[config.mk]
export PLATFORM = sky130hd
export DESIGN_NAME = timed_event_queue
export DESIGN_NICKNAME = d
export VERILOG_FILES = /design/src/rtl/teq_pkg.sv /design/src/rtl/timed_event_queue.sv
export SDC_FILE = /design/constraint.sdc
export NUM_CORES = 2
export LEC_CHECK = 0
export ABC_AREA = 0
export CORE_UTILIZATION = 45
export CTS_CLUSTER_DIAMETER = 50
export DETAILED_ROUTE_END_ITERATION = 10
export DONT_BUFFER_PORTS = 1
export PLACE_DENSITY = 0.61
export SETUP_SLACK_MARGIN = 0.15
export SYNTH_ARGS = -nofsm -noshare
export SYNTH_HDL_FRONTEND = slang
export SYNTH_SLANG_ARGS = --single-unit
[constraint.sdc]
create_clock -name clock -period 22.3 [get_ports clock]
set_input_delay 5.575 -clock clock [delete_from_list [all_inputs] [get_ports clock]]
set_output_delay 5.575 -clock clock [all_outputs]
set_load 0.02 [all_outputs]
[src/rtl/teq_pkg.sv]
package teq_pkg;

   // Request command codes
   typedef enum logic [1:0] {
      CMD_TICK  = 2'd0,
      CMD_SET   = 2'd1,
      CMD_UNSET = 2'd2,
      CMD_QUERY = 2'd3
   } cmd_type;

   // Result kinds
   typedef enum logic [1:0] {
      KIND_FIRED = 2'd0,
      KIND_DONE  = 2'd1,
      KIND_QUERY = 2'd2,
      KIND_NONE  = 2'd3
   } kind_type;

   localparam logic [31:0] TIME_RESET  = 32'hFFF0_0000;
   localparam logic [26:0] CD_RESET    = 27'd1000;
   localparam logic [26:0] TICK_MAX    = 27'd99999999;

   // Sequencer states
   typedef enum logic [3:0] {
      ST_IDLE,
      ST_RD_HEAD,   // read head entry (due scan)
      ST_DUE_CHK,   // head data valid: fire or reload
      ST_EMIT,      // read next fired entry for playback
      ST_FIRE_OUT,  // fired entry data valid: load result register
      ST_RM_WALK,   // read entry p while walking for predecessor
      ST_RM_CHK,
      ST_ADD_RD,
      ST_ADD_CHK,
      ST_ADD_LINK,  // link predecessor to the inserted slot
      ST_DONE
   } state_type;

endpackage

[src/rtl/timed_event_queue.sv]
// Timed event queue. Up to SLOTS events are kept in a linked list ordered by
// due time, held in a one-port-read synchronous slot memory (due time, client,
// id, link) with pending bits in flip-flops. A tick that does not expire the
// countdown is taken without leaving idle. When the countdown expires, the list
// head is read and checked one entry at a time; events due now are unlinked and
// then played back as results, each read and then loaded into the result
// register once it is free, so every result carries the final countdown. Set
// and unset walk the list entry by entry to unlink the slot, set walks it again
// to insert, then links the predecessor and gives the done result; a query reads
// the slot if it is pending and gives its answer. One request is worked on at a
// time; results leave through a single output register, and the next request is
// taken once the last result of the previous one is accepted.
module timed_event_queue
   import teq_pkg::*;
#(
   parameter int SLOTS       = 16,
   parameter int IDLE_RELOAD = 100000
) (
   input  logic        clock,
   input  logic        reset,
   input  logic        req_valid,
   output logic        req_ready,
   input  logic [1:0]  req_command,
   input  logic [3:0]  req_slot,
   input  logic [26:0] req_delay_ticks,
   input  logic [7:0]  req_client,
   input  logic [15:0] req_event_id,
   output logic        rsp_valid,
   input  logic        rsp_ready,
   output logic [1:0]  rsp_kind,
   output logic [3:0]  rsp_slot_out,
   output logic [7:0]  rsp_client_out,
   output logic [15:0] rsp_id_out,
   output logic [31:0] rsp_ticks_left,
   output logic        rsp_slot_pending,
   output logic [31:0] rsp_current_time,
   output logic [26:0] rsp_next_in,
   output logic        rsp_last
);

   localparam int AW = (SLOTS > 1) ? $clog2(SLOTS) : 1;
   localparam int LW = AW + 1;                    // link width incl. nil
   localparam logic [LW-1:0] NIL = LW'(SLOTS);
   localparam logic [26:0] RELOAD = 27'(IDLE_RELOAD);

   // Slot memories
   logic [31:0]   due_mem  [SLOTS];
   logic [7:0]    cli_mem  [SLOTS];
   logic [15:0]   id_mem   [SLOTS];
   logic [LW-1:0] nxt_mem  [SLOTS];

   logic [SLOTS-1:0] pend_ff, pend_in;
   logic [31:0]   time_ff, time_in;
   logic [26:0]   cd_ff, cd_in;
   logic [LW-1:0] head_ff, head_in;
   state_type     st_ff, st_in;

   // Latched request
   cmd_type       cmd_ff, cmd_in;
   logic [3:0]    slot_ff, slot_in;
   logic [26:0]   tk_ff, tk_in;
   logic [7:0]    cli_ff, cli_in;
   logic [15:0]   eid_ff, eid_in;
   logic          add_ff, add_in;     // set: add after remove

   // Walk state
   logic [LW-1:0] p_ff, p_in;         // current entry
   logic [LW-1:0] prv_ff, prv_in;     // previous entry (nil = head)
   logic [26:0]   rel_ff, rel_in;

   // Fired events awaiting playback
   logic [LW-1:0] fp_ff, fp_in;       // next fired entry
   logic [LW-1:0] fc_ff, fc_in;       // fired entries left

   // Memory port
   logic          rd_en;
   logic [AW-1:0] rd_addr;
   logic [31:0]   rd_due;
   logic [7:0]    rd_cli;
   logic [15:0]   rd_id;
   logic [LW-1:0] rd_nxt;
   logic          wr_due;
   logic          wr_nxt;
   logic [AW-1:0] wr_addr, wn_addr;
   logic [LW-1:0] wn_data;

   // Output register
   logic          ov_ff, ov_in;
   kind_type      ok_ff, ok_in;
   logic [3:0]    os_ff, os_in;
   logic [7:0]    oc_ff, oc_in;
   logic [15:0]   oi_ff, oi_in;
   logic [31:0]   ot_ff, ot_in;
   logic          op_ff, op_in;
   logic          ol_ff, ol_in;

   logic          slot_ok;
   logic [31:0]   gap;
   logic [31:0]   due_new;

   assign slot_ok = (32'(slot_ff) < 32'(SLOTS));
   assign due_new = time_ff + 32'(tk_ff);
   assign gap     = rd_due - time_ff;
   assign wr_addr = slot_ff[AW-1:0];

   // Memory read and write
   always_ff @(posedge clock) begin
      if (rd_en) begin
         rd_due <= due_mem[rd_addr];
         rd_cli <= cli_mem[rd_addr];
         rd_id  <= id_mem[rd_addr];
         rd_nxt <= nxt_mem[rd_addr];
      end
      if (wr_due) begin
         due_mem[wr_addr] <= due_new;
         cli_mem[wr_addr] <= cli_ff;
         id_mem[wr_addr]  <= eid_ff;
      end
      if (wr_nxt) begin
         nxt_mem[wn_addr] <= wn_data;
      end
   end

   // Control registers
   always_ff @(posedge clock) begin
      if (reset) begin
         st_ff   <= ST_IDLE;
         pend_ff <= '0;
         time_ff <= TIME_RESET;
         cd_ff   <= CD_RESET;
         head_ff <= NIL;
         ov_ff   <= 1'b0;
      end else begin
         st_ff   <= st_in;
         pend_ff <= pend_in;
         time_ff <= time_in;
         cd_ff   <= cd_in;
         head_ff <= head_in;
         ov_ff   <= ov_in;
      end
   end

   // Payload registers
   always_ff @(posedge clock) begin
      cmd_ff <= cmd_in;
      slot_ff <= slot_in;
      tk_ff  <= tk_in;
      cli_ff <= cli_in;
      eid_ff <= eid_in;
      add_ff <= add_in;
      p_ff   <= p_in;
      prv_ff <= prv_in;
      rel_ff <= rel_in;
      fp_ff  <= fp_in;
      fc_ff  <= fc_in;
      ok_ff  <= ok_in;
      os_ff  <= os_in;
      oc_ff  <= oc_in;
      oi_ff  <= oi_in;
      ot_ff  <= ot_in;
      op_ff  <= op_in;
      ol_ff  <= ol_in;
   end

   // Sequencer
   always_comb begin
      logic [26:0] tk;
      logic        emit;
      logic        fin;
      tk = req_delay_ticks;
      st_in = st_ff; pend_in = pend_ff; time_in = time_ff; cd_in = cd_ff;
      head_in = head_ff; cmd_in = cmd_ff; slot_in = slot_ff; tk_in = tk_ff;
      cli_in = cli_ff; eid_in = eid_ff; add_in = add_ff;
      p_in = p_ff; prv_in = prv_ff; rel_in = rel_ff;
      fp_in = fp_ff; fc_in = fc_ff;
      ok_in = ok_ff; os_in = os_ff; oc_in = oc_ff; oi_in = oi_ff;
      ot_in = ot_ff; op_in = op_ff; ol_in = ol_ff;
      rd_en = 1'b0; rd_addr = '0;
      wr_due = 1'b0; wr_nxt = 1'b0; wn_addr = '0; wn_data = NIL;
      req_ready = 1'b0;
      emit = 1'b0; fin = 1'b0;

      // result register drains
      ov_in = ov_ff && !rsp_ready;

      case (st_ff)
         ST_IDLE: begin
            req_ready = !ov_ff || rsp_ready;
            if (req_valid && req_ready) begin
               if (tk == 27'd0) tk = 27'd1;
               if (tk > TICK_MAX) tk = TICK_MAX;
               cmd_in = cmd_type'(req_command);
               slot_in = req_slot; tk_in = tk;
               cli_in = req_client; eid_in = req_event_id;
               fc_in = '0;
               add_in = (cmd_type'(req_command) == CMD_SET);
               case (cmd_type'(req_command))
                  CMD_TICK: begin
                     time_in = time_ff + 32'd1;
                     cd_in = cd_ff - 27'd1;
                     if (cd_ff == 27'd1) begin
                        rel_in = RELOAD;
                        st_in = ST_RD_HEAD;
                     end
                  end
                  default: st_in = ST_RM_WALK;
               endcase
               p_in = head_ff;
               prv_in = NIL;
            end
         end

         // Due scan: read head
         ST_RD_HEAD: begin
            if (head_ff == NIL) begin
               cd_in = rel_ff;
               fin = 1'b1;
            end else begin
               rd_en = 1'b1; rd_addr = head_ff[AW-1:0];
               st_in = ST_DUE_CHK;
            end
         end

         // Unlink due head; results are played back once the countdown is final
         ST_DUE_CHK: begin
            if (gap != 32'd0) begin
               cd_in = (gap < 32'(rel_ff)) ? gap[26:0] : rel_ff;
               fin = 1'b1;
            end else begin
               if (fc_ff == '0) fp_in = head_ff;
               fc_in = fc_ff + LW'(1);
               pend_in[head_ff[AW-1:0]] = 1'b0;
               head_in = rd_nxt;
               st_in = ST_RD_HEAD;
            end
         end

         // Fired event playback, following the links of the unlinked entries
         ST_EMIT: begin
            if (fc_ff == '0) begin
               st_in = (cmd_ff == CMD_TICK) ? ST_IDLE : ST_DONE;
            end else begin
               rd_en = 1'b1; rd_addr = fp_ff[AW-1:0];
               st_in = ST_FIRE_OUT;
            end
         end

         ST_FIRE_OUT: begin
            if (!ov_ff || rsp_ready) begin
               ov_in = 1'b1; ok_in = KIND_FIRED;
               os_in = 4'(fp_ff[AW-1:0]); oc_in = rd_cli; oi_in = rd_id;
               ot_in = '0; op_in = 1'b0;
               ol_in = (cmd_ff == CMD_TICK) && (fc_ff == LW'(1));
               fp_in = rd_nxt;
               fc_in = fc_ff - LW'(1);
               st_in = ST_EMIT;
            end
         end

         // Remove walk for set/unset; query reads slot
         ST_RM_WALK: begin
            if (cmd_ff == CMD_QUERY) begin
               if (slot_ok && pend_ff[slot_ff[AW-1:0]]) begin
                  rd_en = 1'b1; rd_addr = slot_ff[AW-1:0];
                  st_in = ST_RM_CHK;
               end else begin
                  ot_in = '0; op_in = 1'b0;
                  st_in = ST_DONE;
               end
            end else if (!slot_ok || !pend_ff[slot_ff[AW-1:0]]) begin
               p_in = head_ff; prv_in = NIL;
               st_in = (slot_ok && cmd_ff == CMD_SET) ? ST_ADD_RD : ST_DONE;
            end else begin
               rd_en = 1'b1; rd_addr = p_ff[AW-1:0];
               st_in = ST_RM_CHK;
            end
         end

         ST_RM_CHK: begin
            if (cmd_ff == CMD_QUERY) begin
               ot_in = rd_due - time_ff; op_in = 1'b1;
               st_in = ST_DONE;
            end else if (p_ff == LW'(slot_ff)) begin
               // unlink found entry
               pend_in[slot_ff[AW-1:0]] = 1'b0;
               if (prv_ff == NIL) begin
                  head_in = rd_nxt;
                  if (rd_due != time_ff) begin
                     rel_in = RELOAD;
                     st_in = ST_RD_HEAD;
                  end else begin
                     st_in = add_ff ? ST_ADD_RD : ST_DONE;
                  end
               end else begin
                  wr_nxt = 1'b1; wn_addr = prv_ff[AW-1:0]; wn_data = rd_nxt;
                  st_in = add_ff ? ST_ADD_RD : ST_DONE;
               end
               p_in = (prv_ff == NIL) ? rd_nxt : head_ff;
               prv_in = NIL;
            end else begin
               prv_in = p_ff; p_in = rd_nxt;
               st_in = ST_RM_WALK;
            end
         end

         // Insertion walk
         ST_ADD_RD: begin
            if (p_ff == NIL) begin
               st_in = ST_ADD_CHK;
            end else begin
               rd_en = 1'b1; rd_addr = p_ff[AW-1:0];
               st_in = ST_ADD_CHK;
            end
         end

         ST_ADD_CHK: begin
            if (p_ff != NIL && !(32'(tk_ff) < gap)) begin
               prv_in = p_ff; p_in = rd_nxt;
               st_in = ST_ADD_RD;
            end else begin
               wr_due = 1'b1;
               wr_nxt = 1'b1; wn_addr = slot_ff[AW-1:0]; wn_data = p_ff;
               pend_in[slot_ff[AW-1:0]] = 1'b1;
               add_in = 1'b0;
               if (prv_ff == NIL) begin
                  head_in = LW'(slot_ff);
                  cd_in = tk_ff;
                  st_in = ST_EMIT;
               end else begin
                  st_in = ST_ADD_LINK;
               end
            end
         end

         // Point the predecessor at the new entry
         ST_ADD_LINK: begin
            wr_nxt = 1'b1; wn_addr = prv_ff[AW-1:0]; wn_data = LW'(slot_ff);
            st_in = ST_EMIT;
         end

         // Done or query answer
         ST_DONE: begin
            emit = 1'b1;
         end

         default: st_in = ST_IDLE;
      endcase

      // end of due scan: set continues into add, else play back fired events
      if (fin) begin
         if (add_ff) begin
            p_in = head_ff; prv_in = NIL;
            st_in = ST_ADD_RD;
         end else begin
            st_in = ST_EMIT;
         end
      end

      if (emit && (!ov_ff || rsp_ready)) begin
         ov_in = 1'b1;
         os_in = slot_ff;
         oc_in = '0; oi_in = '0;
         ol_in = 1'b1;
         if (cmd_ff == CMD_QUERY) begin
            ok_in = KIND_QUERY;
         end else begin
            ok_in = KIND_DONE;
            ot_in = '0;
            op_in = (cmd_ff == CMD_SET) && slot_ok;
         end
         st_in = ST_IDLE;
      end
   end

   // Result register outputs; time and countdown are final when results go out
   assign rsp_valid        = ov_ff;
   assign rsp_kind         = ok_ff;
   assign rsp_slot_out     = os_ff;
   assign rsp_client_out   = oc_ff;
   assign rsp_id_out       = oi_ff;
   assign rsp_ticks_left   = ot_ff;
   assign rsp_slot_pending = op_ff;
   assign rsp_current_time = time_ff;
   assign rsp_next_in      = cd_ff;
   assign rsp_last         = ol_ff;

`ifndef SYNTH
   // Nothing is accepted while the sequencer is busy
   a_ready_idle: assert property (@(posedge clock) disable iff (reset)
      req_ready |-> st_ff == ST_IDLE)
      else $error("request taken while busy");
   // Head is either empty or a pending slot
   a_head_pend: assert property (@(posedge clock) disable iff (reset)
      (st_ff == ST_IDLE && head_ff != NIL) |-> pend_ff[head_ff[AW-1:0]])
      else $error("head not pending");
   // Empty list means nothing pending
   a_empty: assert property (@(posedge clock) disable iff (reset)
      (st_ff == ST_IDLE && head_ff == NIL) |-> pend_ff == '0)
      else $error("pending slot off list");
`endif

endmodule
==> results.sh <==
export IMPL_ys_warn_count=0
export IMPL_fillerInstances=10400
export IMPL_synth_xor_area_frac=0.0147
export IMPL_gp_congestion=0.938
export IMPL_path_max_fanout=6
export IMPL_post_cts_setup_buffers=0
export IMPL_synthFlopType="edfxtp_1"
export IMPL_synth_top_family_by_area="compound AO/OA/AOI/OAI gates"
export IMPL_end_kind="output port"
export IMPL_finalPower_mw=6.85
export IMPL_synthSimpleGateAreaFrac=0.123
export IMPL_grt_start_max_net_pins=219
export IMPL_irDropWorstVdd_uv=81.2
export IMPL_grt_overflow=0
export IMPL_firstDrtPassIters=6
export IMPL_clock_skew_ns=0.0387
export IMPL_drt_initial_drc_count=3426
export IMPL_synth_area_top_cells="edfxtp_1, dfxtp_1, nand2_1"
export IMPL_synthesis_nets=4658
export IMPL_max_cap_viol_count=0
export IMPL_antenna_cells=0
export IMPL_routed_wl_um=145000
export IMPL_synthCells=4506
export IMPL_grt_total_usage=0.229
export IMPL_drv_slew=0
export IMPL_synth_compound_area_frac=0.154
export IMPL_root_buffer="clkbuf_16"
export IMPL_area_growth_pct=11.5
export IMPL_via_count=36700
export IMPL_status="complete, no violations"
export IMPL_synth_top_area_share=0.602
export IMPL_synth_area_um2=55400
export IMPL_comb_power_share=0.202
export IMPL_cts_path_max_buffers=3
export IMPL_synth_edf_count=1110
export IMPL_finalHoldViolCount=0
export IMPL_finalSetupViolCount=0
export IMPL_power_density_nw_per_um2=111
export IMPL_synthTopCellsByCount="edfxtp_1, nand2_1, a211oi_1"
export IMPL_cts_tree="yes"
export IMPL_power_leakage_nw=21.0
export IMPL_grt_pass1_vias=35000
export IMPL_die_x_um=353
export IMPL_path_clk_slew_ns=0.06
export IMPL_ys_seq_area_frac=0.657
export IMPL_ys_ff_latch=1263
export IMPL_drc=0
export IMPL_cp_arrival_ns=6.23
export IMPL_crit_slowest_cell="nor2b_1"
export IMPL_ant_nets=0
export IMPL_synth_fa_ha_area_frac=0.0208
export IMPL_setup_total_negative_slack_ns=0
export IMPL_switchingPower_mw=2.18
export IMPL_slew_headroom=0.120
export IMPL_clkPwrFrac=0.341
export IMPL_die_h_um=353
export IMPL_start_kind="primary input"
export IMPL_dp_hpwl_um=83600
export IMPL_hold_slack_ns=0.511
export IMPL_portBuffers=0
export IMPL_antenna_found_initial=2
export IMPL_die_area_um2=124000
export IMPL_finalCritPeriodShare=0.530
export IMPL_yosysMostFrequentCell="edfxtp_1"
export IMPL_synthMuxAreaShare=0.00330
export IMPL_rsz0062_at_grt="false"
export IMPL_crit_chain="nor2b_1, nor2_1"
export IMPL_design_core_area_um2=122000
export IMPL_critical_path_max_stage_delay_ns=0.42
export IMPL_grt_pass1_wl_um=218000
export IMPL_cts_resized_gates=0
export IMPL_syn_area_per_cell_um2=12.3
export IMPL_start_util=0.454
export IMPL_p_seq_frac=0.457
export IMPL_h_tree_depth=4
export IMPL_hold_buffers=0
export IMPL_clkSinkCount=1263
export IMPL_async_reset_ff_frac=0
export IMPL_clock_latency_ns=0.78
export IMPL_fin_util=0.507
export IMPL_cp_top_family="simple AND/OR/NAND/NOR gates"
export IMPL_swShare=0.318
export IMPL_stdcell_count=6163
export IMPL_internal_power_mw=4.67
export IMPL_io_pins=186
export IMPL_drive_gt1_frac=0.0804
export IMPL_dp_cells=5900
export IMPL_cp_num_buf_inv=0
export IMPL_nets=4575
export IMPL_placementRows=128
export IMPL_synth_top_cell_by_area="edfxtp_1"
export IMPL_cts_made_buffers=145
export IMPL_max_clock_freq_mhz=84.7
export IMPL_critical_path_class="primary input to output port"
export IMPL_worstPathRequired_ns=16.73
export IMPL_hold_class="flop to flop"
export IMPL_routedWlPerCell_um=23.5
export IMPL_worstMarginPinSlew_ns=1.31
export IMPL_vias_per_cell=5.95
export IMPL_layout_min_cycle_time_ns=11.81
export IMPL_ys_types=92
[through the flow]
step / instance area [um2] / setup WS [ns]
2_1_floorplan: 55400 / 10.73
3_3_place_gp: 57000 / 10.54
6_report: 61800 / 10.49
4_1_cts: 61800 / 10.47
5_1_grt: 61800 / 10.40
3_5_place_dp: 57000 / 10.47
[routing by layer]
layer,global-route usage,up-vias,routed length (um)
met5,0,-,0
met4,0.0777,0,3930
met3,0.0409,240,9910
met2,0.357,1223,67000
met1,0.324,18300,64000
li1,-,16900,-
[registers in the layout, summed over array words and instances, names as in the netlist, 16 cells and up]
name / flops
nxt_mem: 80
rd_due: 32
rsp_ticks_left: 32
eid_ff: 16
cli_mem: 128
rsp_next_in: 27
id_mem: 256
rd_id: 16
rsp_id_out: 16
tk_ff: 27
rsp_current_time: 32
pend_ff: 16
due_mem: 512
[cells by family (layout without fill, tap and decap cells)]
logic type	count (synthesis)	in the layout
flip-flops	1263	1263
adder cells (fa/ha/maj)	91	91
AO/OA/AOI/OAI	1208	1208
buffers and inverters	395	427
XOR/XNOR	93	93
multiplexers	12	12
AND/OR/NAND/NOR	1444	1444
[worst min-delay path: cells and delay by family, from the launching register on]
family,cells,cell delay [ns]
DFF,1,0.32
and+or+nand+nor,1,0.05
AOI/OAI and AO/OA,1,0.10
[power by group through the flow]
| stage | Clock [mW] | Sequential, mW | Combinational [mW] |
|---|---|---|---|
| floorplan | 0 | 3.07 | 1.00 |
| CTS | 2.38 | 3.12 | 1.38 |
| detailed placement | 0 | 3.17 | 1.37 |
| global placement | 0 | 3.17 | 1.35 |
| global route | 2.47 | 3.15 | 1.53 |
| finish | 2.34 | 3.13 | 1.38 |
[worst paths after layout]
kind                                     start                         end  slack, ns  depth (start not counted)
max                                  rsp_ready                   req_ready      10.49                          2
min reg2reg                 rd_id[0]$_DFFE_PP_  rsp_id_out[0]$_SDFFE_PP0P_       0.51                          2
max reg2reg  rsp_current_time[18]$_SDFFE_PP0P_     due_mem[3][4]$_DFFE_PP_      14.51                         21
min                         rd_id[0]$_DFFE_PP_  rsp_id_out[0]$_SDFFE_PP0P_       0.51                          2
[layout by cell type (no fill, tap or decap), drive strengths merged, types with 9 or more instances in the layout]
cell type / n
edfxtp: 1110
nand2: 698
a211oi: 347
and2: 267
a21oi: 255
nor2: 197
clkbuf: 183
a31oi: 156
dfxtp: 153
a311oi: 123
inv: 102
ha: 89
o21ai: 86
buf: 78
xnor2: 65
nand3: 56
clkinv: 49
nor3: 45
a22oi: 37
nand2b: 34
a21o: 30
xor2: 28
nand4: 25
nor4: 25
and3: 19
o31ai: 18
o211ai: 17
nor2b: 17
a22o: 15
a32o: 14
or3: 14
o211a: 12
or2: 11
o21a: 11
bufinv: 10
o21bai: 10
and4: 9
a221oi: 9
[cell type report]
cell class	count	area, um2	share of cell area
clock inverter	79	870	0.0141
inverter	87	328	0.00531
tap	1625	2030	0.0329
sequential	1263	36400	0.589
multi-input combinational	2848	17700	0.286
clock buffer	183	3850	0.0624
timing repair buffer	78	611	0.00989
Power figures use the tool's default switching activity.
